File: src/assert_macros.svh
// Assertion helpers; the enclosing module provides clk_i and rst_ni.
`ifndef ASSERT_MACROS_SVH
`define ASSERT_MACROS_SVH

// Check a property at every clock edge outside reset.
`define ASSERT_AT(lbl, prop, msg) \
  lbl: assert property (@(posedge clk_i) disable iff (!rst_ni) (prop)) else $error(msg);

// Check that a condition never holds outside reset.
`define ASSERT_NEVER(lbl, cond, msg) \
  `ASSERT_AT(lbl, !(cond), msg)

`endif

File: src/vlbp_pkg.sv
package vlbp_pkg;

  localparam int MaxFieldBits = 32;
  localparam int ValueBits    = 32;
  // Longest append that is carried out; longer counts are dropped.
  localparam int CountLimit   = (MaxFieldBits < ValueBits) ? MaxFieldBits : ValueBits;
  // Pending bits plus one full field.
  localparam int StreamBits   = ValueBits + 8;
  localparam int CmdFifoDepth = 2;

  typedef enum logic {
    KindAppend = 1'b0,
    KindFlush  = 1'b1
  } kind_e;

  typedef struct packed {
    logic                 kind;
    logic [ValueBits-1:0] value;
    logic [5:0]           bit_count;
    logic                 fill_ones;
  } in_item_t;

  typedef struct packed {
    logic [7:0] out_byte;
    logic       last;
  } out_item_t;

  // Byte job for the back end: the low nbits of bits, oldest bit highest.
  typedef struct packed {
    logic [StreamBits-1:0] bits;
    logic [5:0]            nbits;
  } cmd_t;

  function automatic logic [7:0] mirror_byte(input logic [7:0] b);
    logic [7:0] t;
    t = ((b & 8'hF0) >> 4) | ((b & 8'h0F) << 4);
    t = ((t & 8'hCC) >> 2) | ((t & 8'h33) << 2);
    t = ((t & 8'hAA) >> 1) | ((t & 8'h55) << 1);
    return t;
  endfunction

endpackage

File: src/variable_length_bit_packer.sv
// Path: with the back end idle, the first byte of an item reaches result_o through the
// command queue, the job register and the output register; further bytes of the item
// follow one per cycle while each is popped. Throughput: one result byte per cycle while
// results are popped; an item emits up to 4 bytes, and later items queue meanwhile.
// Reset (rst_ni low, asynchronous): partial byte cleared, command queue and
// output emptied, lsb_first_q cleared to MSB-first.
module variable_length_bit_packer import vlbp_pkg::*; #(
  parameter int CmdDepth = CmdFifoDepth
) (
  input  logic      clk_i,
  input  logic      rst_ni,
  input  logic      push,
  output logic      full,
  input  in_item_t  item_i,
  output logic      empty,
  input  logic      pop,
  output out_item_t result_o,
  input  logic      cfg_we_i,
  input  logic      cfg_wdata_i
);

  logic lsb_first_q;
  logic accept;
  logic cmd_push, cmd_pop, cmd_empty;
  cmd_t cmd_in, cmd_out;

  assign accept = push && !full;

  always_ff @(posedge clk_i or negedge rst_ni) begin
    if (!rst_ni) begin
      lsb_first_q <= 1'b0;
    end else if (cfg_we_i) begin
      lsb_first_q <= cfg_wdata_i;
    end
  end

  vlbp_front u_front (
    .clk_i      (clk_i),
    .rst_ni     (rst_ni),
    .accept_i   (accept),
    .item_i     (item_i),
    .cmd_push_o (cmd_push),
    .cmd_o      (cmd_in)
  );

  vlbp_cmd_fifo #(
    .Depth (CmdDepth)
  ) u_cmd_fifo (
    .clk_i   (clk_i),
    .rst_ni  (rst_ni),
    .push_i  (cmd_push),
    .wdata_i (cmd_in),
    .full_o  (full),
    .pop_i   (cmd_pop),
    .empty_o (cmd_empty),
    .rdata_o (cmd_out)
  );

  vlbp_back u_back (
    .clk_i       (clk_i),
    .rst_ni      (rst_ni),
    .lsb_first_i (lsb_first_q),
    .cmd_empty_i (cmd_empty),
    .cmd_i       (cmd_out),
    .cmd_pop_o   (cmd_pop),
    .empty_o     (empty),
    .pop_i       (pop),
    .result_o    (result_o)
  );

endmodule

File: src/vlbp_front.sv
module vlbp_front import vlbp_pkg::*; (
  input  logic     clk_i,
  input  logic     rst_ni,
  input  logic     accept_i,
  input  in_item_t item_i,
  output logic     cmd_push_o,
  output cmd_t     cmd_o
);

  logic [7:0]            part_q, part_d;
  logic [2:0]            pend_q, pend_d;
  logic [ValueBits-1:0]  vmask;
  logic [StreamBits-1:0] stream;
  logic [5:0]            nbits;
  logic [3:0]            room;
  logic [7:0]            padded;
  logic                  too_long;

  always_comb begin
    vmask    = (item_i.bit_count >= 6'(ValueBits)) ? '1 :
               ~({ValueBits{1'b1}} << item_i.bit_count);
    stream   = ({{(StreamBits-8){1'b0}}, part_q} << item_i.bit_count) |
               {8'b0, item_i.value & vmask};
    nbits    = {3'b0, pend_q} + item_i.bit_count;
    too_long = item_i.bit_count > 6'(CountLimit);
    room     = 4'd8 - {1'b0, pend_q};
    padded   = part_q << room;
    if (item_i.fill_ones) begin
      padded = padded | ~(8'hFF << room);
    end
  end

  always_comb begin
    part_d     = part_q;
    pend_d     = pend_q;
    cmd_push_o = 1'b0;
    cmd_o      = '{bits: stream, nbits: nbits};
    if (accept_i) begin
      if (item_i.kind == KindFlush) begin
        // pad the pending bits on the right and emit one byte if any bits are pending
        cmd_o      = '{bits: {{(StreamBits-8){1'b0}}, padded}, nbits: 6'd8};
        cmd_push_o = (pend_q != 3'd0);
        part_d     = '0;
        pend_d     = '0;
      end else if (!too_long) begin
        cmd_push_o = (nbits[5:3] != 3'd0);
        pend_d     = nbits[2:0];
        part_d     = stream[7:0] & ~(8'hFF << nbits[2:0]);
      end
    end
  end

  always_ff @(posedge clk_i or negedge rst_ni) begin
    if (!rst_ni) begin
      part_q <= '0;
      pend_q <= '0;
    end else begin
      part_q <= part_d;
      pend_q <= pend_d;
    end
  end

endmodule

File: src/vlbp_cmd_fifo.sv
`include "assert_macros.svh"

module vlbp_cmd_fifo import vlbp_pkg::*; #(
  parameter int Depth = CmdFifoDepth
) (
  input  logic clk_i,
  input  logic rst_ni,
  input  logic push_i,
  input  cmd_t wdata_i,
  output logic full_o,
  input  logic pop_i,
  output logic empty_o,
  output cmd_t rdata_o
);

  localparam int AW = (Depth > 1) ? $clog2(Depth) : 1;
  localparam int CW = $clog2(Depth + 1);

  cmd_t          mem_q [Depth];
  logic [AW-1:0] wptr_q, wptr_d, rptr_q, rptr_d;
  logic [CW-1:0] cnt_q, cnt_d;

  assign full_o  = (cnt_q == CW'(Depth));
  assign empty_o = (cnt_q == '0);
  assign rdata_o = mem_q[rptr_q];

  always_comb begin
    wptr_d = wptr_q;
    rptr_d = rptr_q;
    cnt_d  = cnt_q;
    if (push_i) begin
      wptr_d = (wptr_q == AW'(Depth - 1)) ? '0 : wptr_q + 1'b1;
    end
    if (pop_i) begin
      rptr_d = (rptr_q == AW'(Depth - 1)) ? '0 : rptr_q + 1'b1;
    end
    if (push_i && !pop_i) begin
      cnt_d = cnt_q + 1'b1;
    end else if (pop_i && !push_i) begin
      cnt_d = cnt_q - 1'b1;
    end
  end

  always_ff @(posedge clk_i or negedge rst_ni) begin
    if (!rst_ni) begin
      wptr_q <= '0;
      rptr_q <= '0;
      cnt_q  <= '0;
    end else begin
      wptr_q <= wptr_d;
      rptr_q <= rptr_d;
      cnt_q  <= cnt_d;
    end
  end

  always_ff @(posedge clk_i) begin
    if (push_i) begin
      mem_q[wptr_q] <= wdata_i;
    end
  end

  `ASSERT_NEVER(cmd_fifo_overflow, push_i && full_o, "command queue overflow")
  `ASSERT_NEVER(cmd_fifo_underflow, pop_i && empty_o, "command queue underflow")

endmodule

File: src/vlbp_back.sv
`include "assert_macros.svh"

module vlbp_back import vlbp_pkg::*; (
  input  logic      clk_i,
  input  logic      rst_ni,
  input  logic      lsb_first_i,
  input  logic      cmd_empty_i,
  input  cmd_t      cmd_i,
  output logic      cmd_pop_o,
  output logic      empty_o,
  input  logic      pop_i,
  output out_item_t result_o
);

  logic      busy_q, busy_d;
  cmd_t      cur_q, cur_d;
  logic      oval_q, oval_d;
  out_item_t res_q, res_d;
  logic      advance, done, taken;
  logic [5:0] shamt;
  logic [7:0] cur_byte;

  assign taken    = oval_q && pop_i;
  assign advance  = busy_q && (!oval_q || taken);
  assign done     = advance && (cur_q.nbits < 6'd16);
  assign cmd_pop_o = (!busy_q || done) && !cmd_empty_i;
  assign shamt    = cur_q.nbits - 6'd8;
  assign cur_byte = 8'(cur_q.bits >> shamt);

  always_comb begin
    busy_d = busy_q;
    cur_d  = cur_q;
    if (advance) begin
      cur_d.nbits = shamt;
    end
    if (cmd_pop_o) begin
      busy_d = 1'b1;
      cur_d  = cmd_i;
    end else if (done) begin
      busy_d = 1'b0;
    end
  end

  always_comb begin
    oval_d = oval_q;
    res_d  = res_q;
    if (advance) begin
      oval_d         = 1'b1;
      res_d.out_byte = lsb_first_i ? mirror_byte(cur_byte) : cur_byte;
      res_d.last     = (cur_q.nbits < 6'd16);
    end else if (taken) begin
      oval_d = 1'b0;
    end
  end

  always_ff @(posedge clk_i or negedge rst_ni) begin
    if (!rst_ni) begin
      busy_q <= 1'b0;
      oval_q <= 1'b0;
    end else begin
      busy_q <= busy_d;
      oval_q <= oval_d;
    end
  end

  always_ff @(posedge clk_i) begin
    cur_q <= cur_d;
    res_q <= res_d;
  end

  assign empty_o  = !oval_q;
  assign result_o = res_q;

  `ASSERT_AT(back_job_has_byte, busy_q |-> (cur_q.nbits >= 6'd8), "job without full byte")
  `ASSERT_AT(back_result_held, (oval_q && !pop_i) |=> (oval_q && $stable(res_q)),
             "result dropped before transfer")

endmodule
File: config.mk
export PLATFORM = sky130hd
export DESIGN_NAME = variable_length_bit_packer
export DESIGN_NICKNAME = d
export VERILOG_FILES = /design/src/vlbp_pkg.sv /design/src/variable_length_bit_packer.sv /design/src/vlbp_front.sv /design/src/vlbp_cmd_fifo.sv /design/src/vlbp_back.sv
export VERILOG_INCLUDE_DIRS = /design/src /design/src/src
export SDC_FILE = /design/constraint.sdc
export NUM_CORES = 1
export LEC_CHECK = 0
export BUFFER_PORTS_ARGS = -buffer_cell sky130_fd_sc_hd__buf_2
export CAP_MARGIN = 20
export CORE_MARGIN = 2
export CORE_UTILIZATION = 60
export CTS_CLUSTER_DIAMETER = 80
export DETAILED_ROUTE_END_ITERATION = 6
export PLACE_DENSITY = 0.87
export SETUP_SLACK_MARGIN = 0.02
export SYNTH_ARGS = -nofsm -noshare
export SYNTH_HDL_FRONTEND = slang
export SYNTH_SLANG_ARGS = --single-unit
File: constraint.sdc
create_clock -name clk_i -period 5.9 [get_ports clk_i]
set_clock_uncertainty 0.2 [all_clocks]
set_input_delay 0.885 -clock clk_i [delete_from_list [all_inputs] [get_ports clk_i]]
set_output_delay 0.885 -clock clk_i [all_outputs]
set_load 0.02 [all_outputs]
==> results.cfg, run 1 <==
[critical_path]
worst_setup_path_start_kind = primary input
crit_arrival_ns = 3.69
critPathKind = in -> reg
r2r_end = u_cmd_fifo.mem_q[0][26]
cp_slowest_stage_delay_ns = 0.50
rr_startpoint = u_front.pend_q[0]
required_ns = 5.75
cp_max_fo = 46
cp.buffers_inverters = 3
crit_top_cell = a21oi_1
crit_chain = buf_2 > ha_1 > inv_1 > fa_1 > nor2b_1 > or3_1 > a21oi_1 > a221o_1 > a21oi_1 > nor2b_4 > buf_4
critPathCaptureType = register
rr_worst_depth = 10
r2r_slack_ns = 2.26
crit_family = buffers and inverters
crit_slowest_cell = buf_4

[sta]
fmax_mhz = 260
setup_tns_ns = 0
max_slew.worst_pin.slew_ns = 1.13
relSlewSlack = 0.246
fin_hold_ws_ns = 0.198
hold_viol_final = 0
rsz0062_at_grt = no
min_period_ns = 3.84
setup_viol = 0
period_share = 0.651
slew_violations = 0

[synthesis]
synth.distinct_cells = 62
yosysMostFrequentCell = edfxtp_1
synth_nets = 862
yosys-top-cells-count = edfxtp_1 (147), nand2_1 (70), nor2_1 (69)
synth_warnings = 0
synth_seq_cells = 164
synth-seq-area-share = 0.512
synth_top_area_cell = edfxtp_1
synthCells = 805
ys_top_cells_by_area = edfxtp_1 (47%), mux4_2 (7.4%), mux2_2 (6.7%), mux2i_1 (5.5%), dfrtp_1 (4.5%)
synthFlopType = edfxtp_1
netlist_area_mm2 = 0.00946
syn_area_per_cell_um2 = 11.8
synth_top_area_frac = 0.467
synth_edf_count = 147
synthArstFlopShare = 0.104

[placed_design]
dp.cells = 1020
hpwl_um = 14800
io_buffers = 56
place_congestion = 1.01

[finish]
drive_gt1_frac = 0.228
n_antenna_cell = 0
final-instance-count-excl-fill = 1053
syn_to_final_growth_pct = 10.0
n_fill_cell = 1093
multiInputGateArea_mm2 = 0.00429
seq_area_mm2 = 0.00484
nets = 886
fin_util = 0.680

[clock_tree]
clockRootBuffer = clkbuf_16
path_clk_slew_ns = 0.06
cts-htree-levels = 4
clock_latency_ns = 0.42
hold_buffers = 0
cts_buffers = 17
post_cts_buffers = 0
cts_tree = yes
cts_sinks = 164
clock_path_buffers = 2
cts_resized = 0

[routing]
post_drt_wl_per_cell_um = 20.2
drc_errors = 0
vias = 6865
vias_per_cell = 6.52
drt-total-wl_um = 21300
drtIter0Drc = 904
drt.antenna.violating_nets = 0
first_pass_iters = 6

[pwr]
switching_power_mw = 1.86
power_frac_clock = 0.221
pwr-share-comb = 0.392
power_density_mw_per_mm2 = 485
p_int_mw = 3.20
peakVddDrop_mv = 0.255
pwr-share-seq = 0.387
swShare = 0.367
p_leak_nw = 3.72

[floorplanning]
num_rows = 45
start_util = 0.618
dieHeight_um = 130
core-area_mm2 = 0.0153
io_pins = 57
die_x_um = 130
die_area_mm2 = 0.0168

[global_routing]
grt_max_degree = 53
grt_pass1_vias = 6425
grt_antenna_before_repair = 0
grt_overflow = 0
grt_usage = 0.268
grt_pass1_wl_um = 33900

[status]
outcome = finished clean

[hold_path]
worstHoldPathType = in -> async

[run]
drv_cap = 0
## power by group through the flow
stage	sequential (mW)	clock [mW]	combinational, mW
2_1_floorplan	1.85	0	1.56
3_3_place_gp	1.95	0	1.88
3_5_place_dp	1.97	0	1.92
4_1_cts	1.95	1.13	1.94
5_1_grt	1.99	1.17	2.15
6_report	1.95	1.12	1.98
## final cells by class
| type | count | area share |
|---|---|---|
| Clock buffer | 17 | 0.0409 |
| Clock inverter | 15 | 0.0171 |
| Inverter | 18 | 0.00649 |
| Multi-Input combinational cell | 565 | 0.412 |
| Sequential cell | 164 | 0.465 |
| Tap cell | 211 | 0.0254 |
| Timing Repair Buffer | 63 | 0.0332 |
## placed cells by master, fill, tap and decap left out, drive strengths merged, types with 9 or more instances in the layout
cell    count
dfrtp      17
nor2b      15
a31oi      13
mux2i      52
edfxtp    147
a21oi      44
nand3      18
clkbuf     17
nand2      70
inv        23
o21ai      35
or3        10
nor2       69
nor3       17
mux4       31
nand2b     14
a22oi      12
buf        63
mux2       56
o22ai       9
ha         10
## state kept, by name, summed over array words and instances, names as in the netlist, 2 cells and up
register and cells:
u_front.pend_q 3, u_cmd_fifo.mem_q 92, u_back.cur_q 46, u_back.result_o 9
u_front.part_q 7, u_cmd_fifo.cnt_q 2
## through the flow
step	cell area, um2	setup WS (ns)	power [mW]
5_1_grt	10400	1.87	5.31
3_3_place_gp	9790	1.42	3.83
2_1_floorplan	9460	0.523	3.41
3_5_place_dp	9790	1.37	3.89
4_1_cts	10400	1.82	5.02
6_report	10400	2.06	5.05
## cells by family (layout without fill, tap and decap cells)
kind of cell | Yosys count | in the layout | synth area share
xor+xnor | 9 | 9 | 0.00833
mux | 139 | 139 | 0.195
flops | 164 | 164 | 0.512
fa+ha+maj | 11 | 11 | 0.0153
simple gates | 233 | 233 | 0.114
compound gates | 173 | 173 | 0.120
buf+inv | 76 | 113 | 0.0360
## worst max path at each step
stage | from | end | slack (ns) | depth (start not counted)
finish | item_i[1] | u_cmd_fifo.mem_q[0][26] | 2.06 | 11
global route | item_i[1] | u_cmd_fifo.mem_q[0][33] | 1.87 | 11
CTS | item_i[1] | u_cmd_fifo.mem_q[1][28] | 1.82 | 10
detailed placement | item_i[1] | u_cmd_fifo.mem_q[1][39] | 1.37 | 10
global placement | item_i[1] | u_cmd_fifo.mem_q[1][33] | 1.42 | 10
floorplan | item_i[2] | u_cmd_fifo.mem_q[0][0] | 0.52 | 9
## layer usage
| layer | track usage | up-vias | share of wire |
|---|---|---|---|
| li1 | - | 3150 | - |
| met1 | 0.373 | 3265 | 0.42 |
| met2 | 0.412 | 385 | 0.47 |
| met3 | 0.0574 | 65 | 0.078 |
| met4 | 0.114 | 0 | 0.033 |
| met5 | 0 | - | 0 |
## worst reg2reg max path, cell delays in order, from the launching register on
cell and delay [ns]:
dfrtp_1 0.64, ha_1 0.26, inv_1 0.06, fa_1 0.42, nor2b_1 0.18, or3_1 0.13, a21oi_1 0.06, a221o_1 0.30
a21oi_1 0.31, nor2b_4 0.21, buf_4 0.50
Power figures use the tool's default switching activity.
==> inputs of run 2 (changes only) <==
==> constraint.sdc (replaced) <==
create_clock -name clk_i -period 3.6 [get_ports clk_i]
set_clock_uncertainty 0.2 [all_clocks]
set_input_delay 0.54 -clock clk_i [delete_from_list [all_inputs] [get_ports clk_i]]
set_output_delay 0.54 -clock clk_i [all_outputs]
set_load 0.02 [all_outputs]
==> results.cfg, run 2 (synthesized netlist as in run 1, its figures left out) <==
[hold_path]
worstHoldPathType = in -> reg
holdPathStages = 2
holdPathEnd = lsb_first_q
min_from = cfg_wdata_i

[clock_tree]
clockRootBuffer = clkbuf_16
clock_latency_ns = 0.43
cts-htree-levels = 4
cts_buffers = 17
cts_sinks = 164
cts_tree = yes
path_clk_slew_ns = 0.07
cts_resized = 0
clock_path_buffers = 2

[placed_design]
place_congestion = 0.974
hpwl_um = 16200
io_buffers = 56
dp.cells = 1038
placed_area_mm2 = 0.00996

[pwr]
pwr-share-comb = 0.406
peakVddDrop_mv = 0.471
power_density_mw_per_mm2 = 801
power_frac_clock = 0.227
swShare = 0.373
p_leak_nw = 3.83
switching_power_mw = 3.17
pwr-share-seq = 0.367
p_int_mw = 5.32

[routing]
drtIter0Drc = 991
drt.antenna.violating_nets = 0
drc_errors = 0
vias_per_cell = 6.56
post_drt_wl_per_cell_um = 21.0
vias = 7026
first_pass_iters = 5
drt-total-wl_um = 22500

[critical_path]
required_ns = 3.52
r2r_slack_ns = 0.60
critPathKind = reg -> reg
crit_arrival_ns = 2.91
rr_worst_depth = 11
critPathCaptureType = register
r2r_end = u_cmd_fifo.mem_q[1][6]
worst_setup_path_start_kind = register
rr_startpoint = u_front.pend_q[0]
cp_max_fo = 33

[finish]
n_antenna_cell = 0
syn_to_final_growth_pct = 12.1
regMostFlops = u_cmd_fifo.mem_q
final_common_cell = edfxtp_1
layout_common_cells = edfxtp_1 (147), nand2_1 (70), nor2_1 (69)
drive_gt1_frac = 0.243
n_fill_cell = 1084
final-instance-count-excl-fill = 1071
largest_reg_flops = 92
fin_util = 0.692
nets = 904
final_area_mm2 = 0.0106

[sta]
hold_viol_final = 0
relSlewSlack = 0.360
setup_tns_ns = 0
fin_hold_ws_ns = 0.147
max_slew.worst_pin.slew_ns = 0.957
fmax_mhz = 334
setup_viol = 0
slew_violations = 0
min_period_ns = 3.00
rsz0062_at_grt = no
period_share = 0.832

[global_routing]
grt_pass1_vias = 6614
grt_usage = 0.283
grt_max_degree = 53
grt_overflow = 0
grt_antenna_before_repair = 0
grt_pass1_wl_um = 35800

[floorplanning]
die_x_um = 130
io_pins = 57
num_rows = 45
core-area_mm2 = 0.0153
start_util = 0.618
die_area_mm2 = 0.0168
dieHeight_um = 130

[run]
drv_cap = 0

[status]
outcome = finished clean
run 2: power groups by stage:
stage	logic (mW)	registers (mW)	clock network [mW]
2_1_floorplan	2.57	3.02	0
3_3_place_gp	3.27	3.11	0
3_5_place_dp	3.35	3.15	0
4_1_cts	3.38	3.11	1.94
5_1_grt	3.72	3.18	2.02
6_report	3.45	3.12	1.93
run 2: how the worst max path moves through the flow:
stage                     cells after the start                       to               from  slack, ns
after global routing                         11  u_cmd_fifo.mem_q[1][19]  u_front.pend_q[0]       0.48
after global placement                       12   u_cmd_fifo.mem_q[1][8]          item_i[1]       0.35
after detailed placement                     12  u_cmd_fifo.mem_q[1][10]          item_i[1]       0.34
after floorplan                               9   u_cmd_fifo.mem_q[0][0]          item_i[2]       0.05
final                                        11   u_cmd_fifo.mem_q[1][6]  u_front.pend_q[0]       0.60
after CTS                                    11  u_cmd_fifo.mem_q[1][15]  u_front.pend_q[0]       0.62
run 2: worst max-delay path, stage by stage, from the launching register on:
cell and delay, ns:
dfrtp_1 0.34, ha_1 0.17, inv_1 0.06, fa_1 0.42, nor2b_1 0.18, or3_1 0.13, a21oi_1 0.06, a221o_1 0.30
a21oi_1 0.15, buf_4 0.16, and2_2 0.27, buf_12 0.23
run 2: layout make-up:
type | count | area [um2] | area share
clock buffer | 17 | 425 | 0.0401
clock inverter | 15 | 209 | 0.0197
inverter | 18 | 67.6 | 0.00637
multi-input combinational | 565 | 4290 | 0.404
sequential | 164 | 4840 | 0.457
tap | 211 | 264 | 0.0249
timing repair buffer | 81 | 508 | 0.0479
run 2: per-layer routing:
layer,up-vias,global-route usage,routed length (um)
li1,3174,-,-
met3,71,0.0553,2030
met4,0,0.128,878
met1,3344,0.397,9120
met2,437,0.434,10400
met5,-,0,0
run 2: repair_timing:
item / in CTS / in global routing
endpoints found under the hold margin: 17 / 0
buffers inserted: 0 / 0
hold buffers: 1 / 0
run 2: stage by stage:
stage	power, mW	worst slack, ns
2_1_floorplan	5.59	0.0538
3_3_place_gp	6.38	0.348
3_5_place_dp	6.49	0.337
4_1_cts	8.44	0.619
5_1_grt	8.92	0.476
6_report	8.49	0.605
==> inputs of run 3 (changes only) <==
--- a/config.mk
+++ b/config.mk
@@ -9,10 +9,10 @@
 export BUFFER_PORTS_ARGS = -buffer_cell sky130_fd_sc_hd__buf_2
 export CAP_MARGIN = 20
 export CORE_MARGIN = 2
-export CORE_UTILIZATION = 60
+export CORE_UTILIZATION = 56
 export CTS_CLUSTER_DIAMETER = 80
 export DETAILED_ROUTE_END_ITERATION = 6
-export PLACE_DENSITY = 0.87
+export PLACE_DENSITY = 0.85
 export SETUP_SLACK_MARGIN = 0.02
 export SYNTH_ARGS = -nofsm -noshare
 export SYNTH_HDL_FRONTEND = slang
==> constraint.sdc (replaced) <==
create_clock -name clk_i -period 2.56 [get_ports clk_i]
set_clock_uncertainty 0.2 [all_clocks]
set_input_delay 0.384 -clock clk_i [delete_from_list [all_inputs] [get_ports clk_i]]
set_output_delay 0.384 -clock clk_i [all_outputs]
set_load 0.02 [all_outputs]
==> results.cfg, run 3 (synthesized netlist as in run 1, its figures left out) <==
[status]
outcome = finished with violations
violations = negative setup slack

[finish]
final-instance-count-excl-fill = 1134
layout_common_cells = edfxtp_1 (147), nand2_1 (70), nor2_1 (66)
regMostFlops = u_cmd_fifo.mem_q
largest_reg_flops = 92
final_common_cell = edfxtp_1
syn_to_final_growth_pct = 19.4
nets = 958
drive_gt1_frac = 0.313
n_antenna_cell = 0

[clock_tree]
clock_path_buffers = 2
cts-htree-levels = 4
cts_buffers = 17
cts_tree = yes
cts_sinks = 164
path_clk_slew_ns = 0.06
clockRootBuffer = clkbuf_16
clock_latency_ns = 0.44

[pwr]
power_density_mw_per_mm2 = 1130
peakVddDrop_mv = 0.715
p_leak_nw = 4.14

[sta]
period_share = 1.11
worst_slack_ns = -0.279
relSlewSlack = 0.609
min_period_ns = 2.84
max_slew.worst_pin.slew_ns = 0.585
slew_violations = 0
fmax_mhz = 352
rsz0062_at_grt = yes
fin_hold_ws_ns = 0.0621
setup_viol = 96
setup_tns_ns = -22.53
hold_viol_final = 0

[global_routing]
grt_antenna_before_repair = 0
grt_pass1_wl_um = 37000
grt_usage = 0.269
grt_pass1_vias = 6832
grt_overflow = 0
grt_max_degree = 41

[run]
drv_cap = 0

[critical_path]
cp_max_fo = 16
r2r_slack_ns = -0.28
r2r_end = u_cmd_fifo.mem_q[0][3]
crit_arrival_ns = 2.78
rr_worst_depth = 11
critPathKind = reg -> reg
critPathLaunch = u_front.pend_q[0]
required_ns = 2.50
worst_setup_path_start_kind = register
critPathCaptureType = register
rr_startpoint = u_front.pend_q[0]

[floorplanning]
die_area_mm2 = 0.0179
dieHeight_um = 134
start_util = 0.572
io_pins = 57
num_rows = 47
die_x_um = 134
core-area_mm2 = 0.0165

[routing]
vias = 7314
post_drt_wl_per_cell_um = 21.6
vias_per_cell = 6.45
drt.antenna.violating_nets = 0
first_pass_iters = 6
drt-total-wl_um = 24500
drtIter0Drc = 974
drc_errors = 0

[placed_design]
post-place-ws_ns = -0.424
place_congestion = 1.01
io_buffers = 56
dp.cells = 1090
hpwl_um = 16500

[hold_path]
holdPathEnd = u_back.oval_q
worstHoldPathType = in -> reg
holdPathStages = 3
min_from = pop
==> run 3: per-stage QoR <==
stage / utilization / area [um2] / total power, mW
after floorplan: - / 9490 / 7.88
after global placement: 0.627 / 10400 / 9.42
after detailed placement: 0.627 / 10400 / 9.58
after CTS: 0.667 / 11000 / 12.2
after global routing: 0.684 / 11300 / 13.4
final: 0.684 / 11300 / 12.8
==> run 3: power breakdown <==
group / switching [mW] / internal, mW / total (mW)
Clock: 1.06 / 1.54 / 2.61
Sequential: 0.450 / 3.85 / 4.30
Combinational: 3.24 / 2.62 / 5.85
Total: 4.75 / 8.01 / 12.8
==> run 3: worst max-delay path by stage <==
stage / to / slack, ns / depth (start not counted)
global route: u_cmd_fifo.mem_q[0][17] / -0.36 / 11
floorplan: u_cmd_fifo.mem_q[0][0] / -0.63 / 9
global placement: u_cmd_fifo.mem_q[0][36] / -0.29 / 11
detailed placement: u_cmd_fifo.cnt_q[1] / -0.42 / 13
CTS: u_cmd_fifo.mem_q[0][22] / -0.28 / 10
finish: u_cmd_fifo.mem_q[0][3] / -0.28 / 11
==> run 3: layout make-up <==
| cell class | instances | area [um2] |
|---|---|---|
| well taps | 220 | 275 |
| clock buffers | 18 | 429 |
| flip-flops and latches | 164 | 4840 |
| multi-input cells | 565 | 4450 |
| clock inverters | 14 | 176 |
| inverters | 18 | 67.6 |
| repair buffers | 135 | 1060 |
| fillers | 1121 | 5230 |
==> run 3: layer usage <==
layer  wire length (um)  part of all wire  GRT usage  up-vias
li1                   -                 -          -     3276
met4                930             0.038      0.104        0
met5                  0                 0          0        -
met3               1970             0.080     0.0454       95
met1               9960              0.41      0.377     3455
met2              11600              0.47      0.426      488
==> run 3: timing repair <==
item	CTS	global route
pin swaps	2	1
cloned	0	5
gates resized for setup	4	26
hold endpoints to repair	18	0
hold buffers	3	0
setup endpoints to repair	98	112
setup buffers	0	4
==> run 3: worst max-delay path, cell delays in order (launching register included) <==
cell     delay [ns]
dfrtp_1        0.35
ha_2           0.19
inv_2          0.04
fa_2           0.39
nor2b_4        0.15
or3_4          0.13
a21oi_2        0.04
a221o_1        0.35
a21oi_4        0.18
nor2b_4        0.22
buf_12         0.15
buf_12         0.15
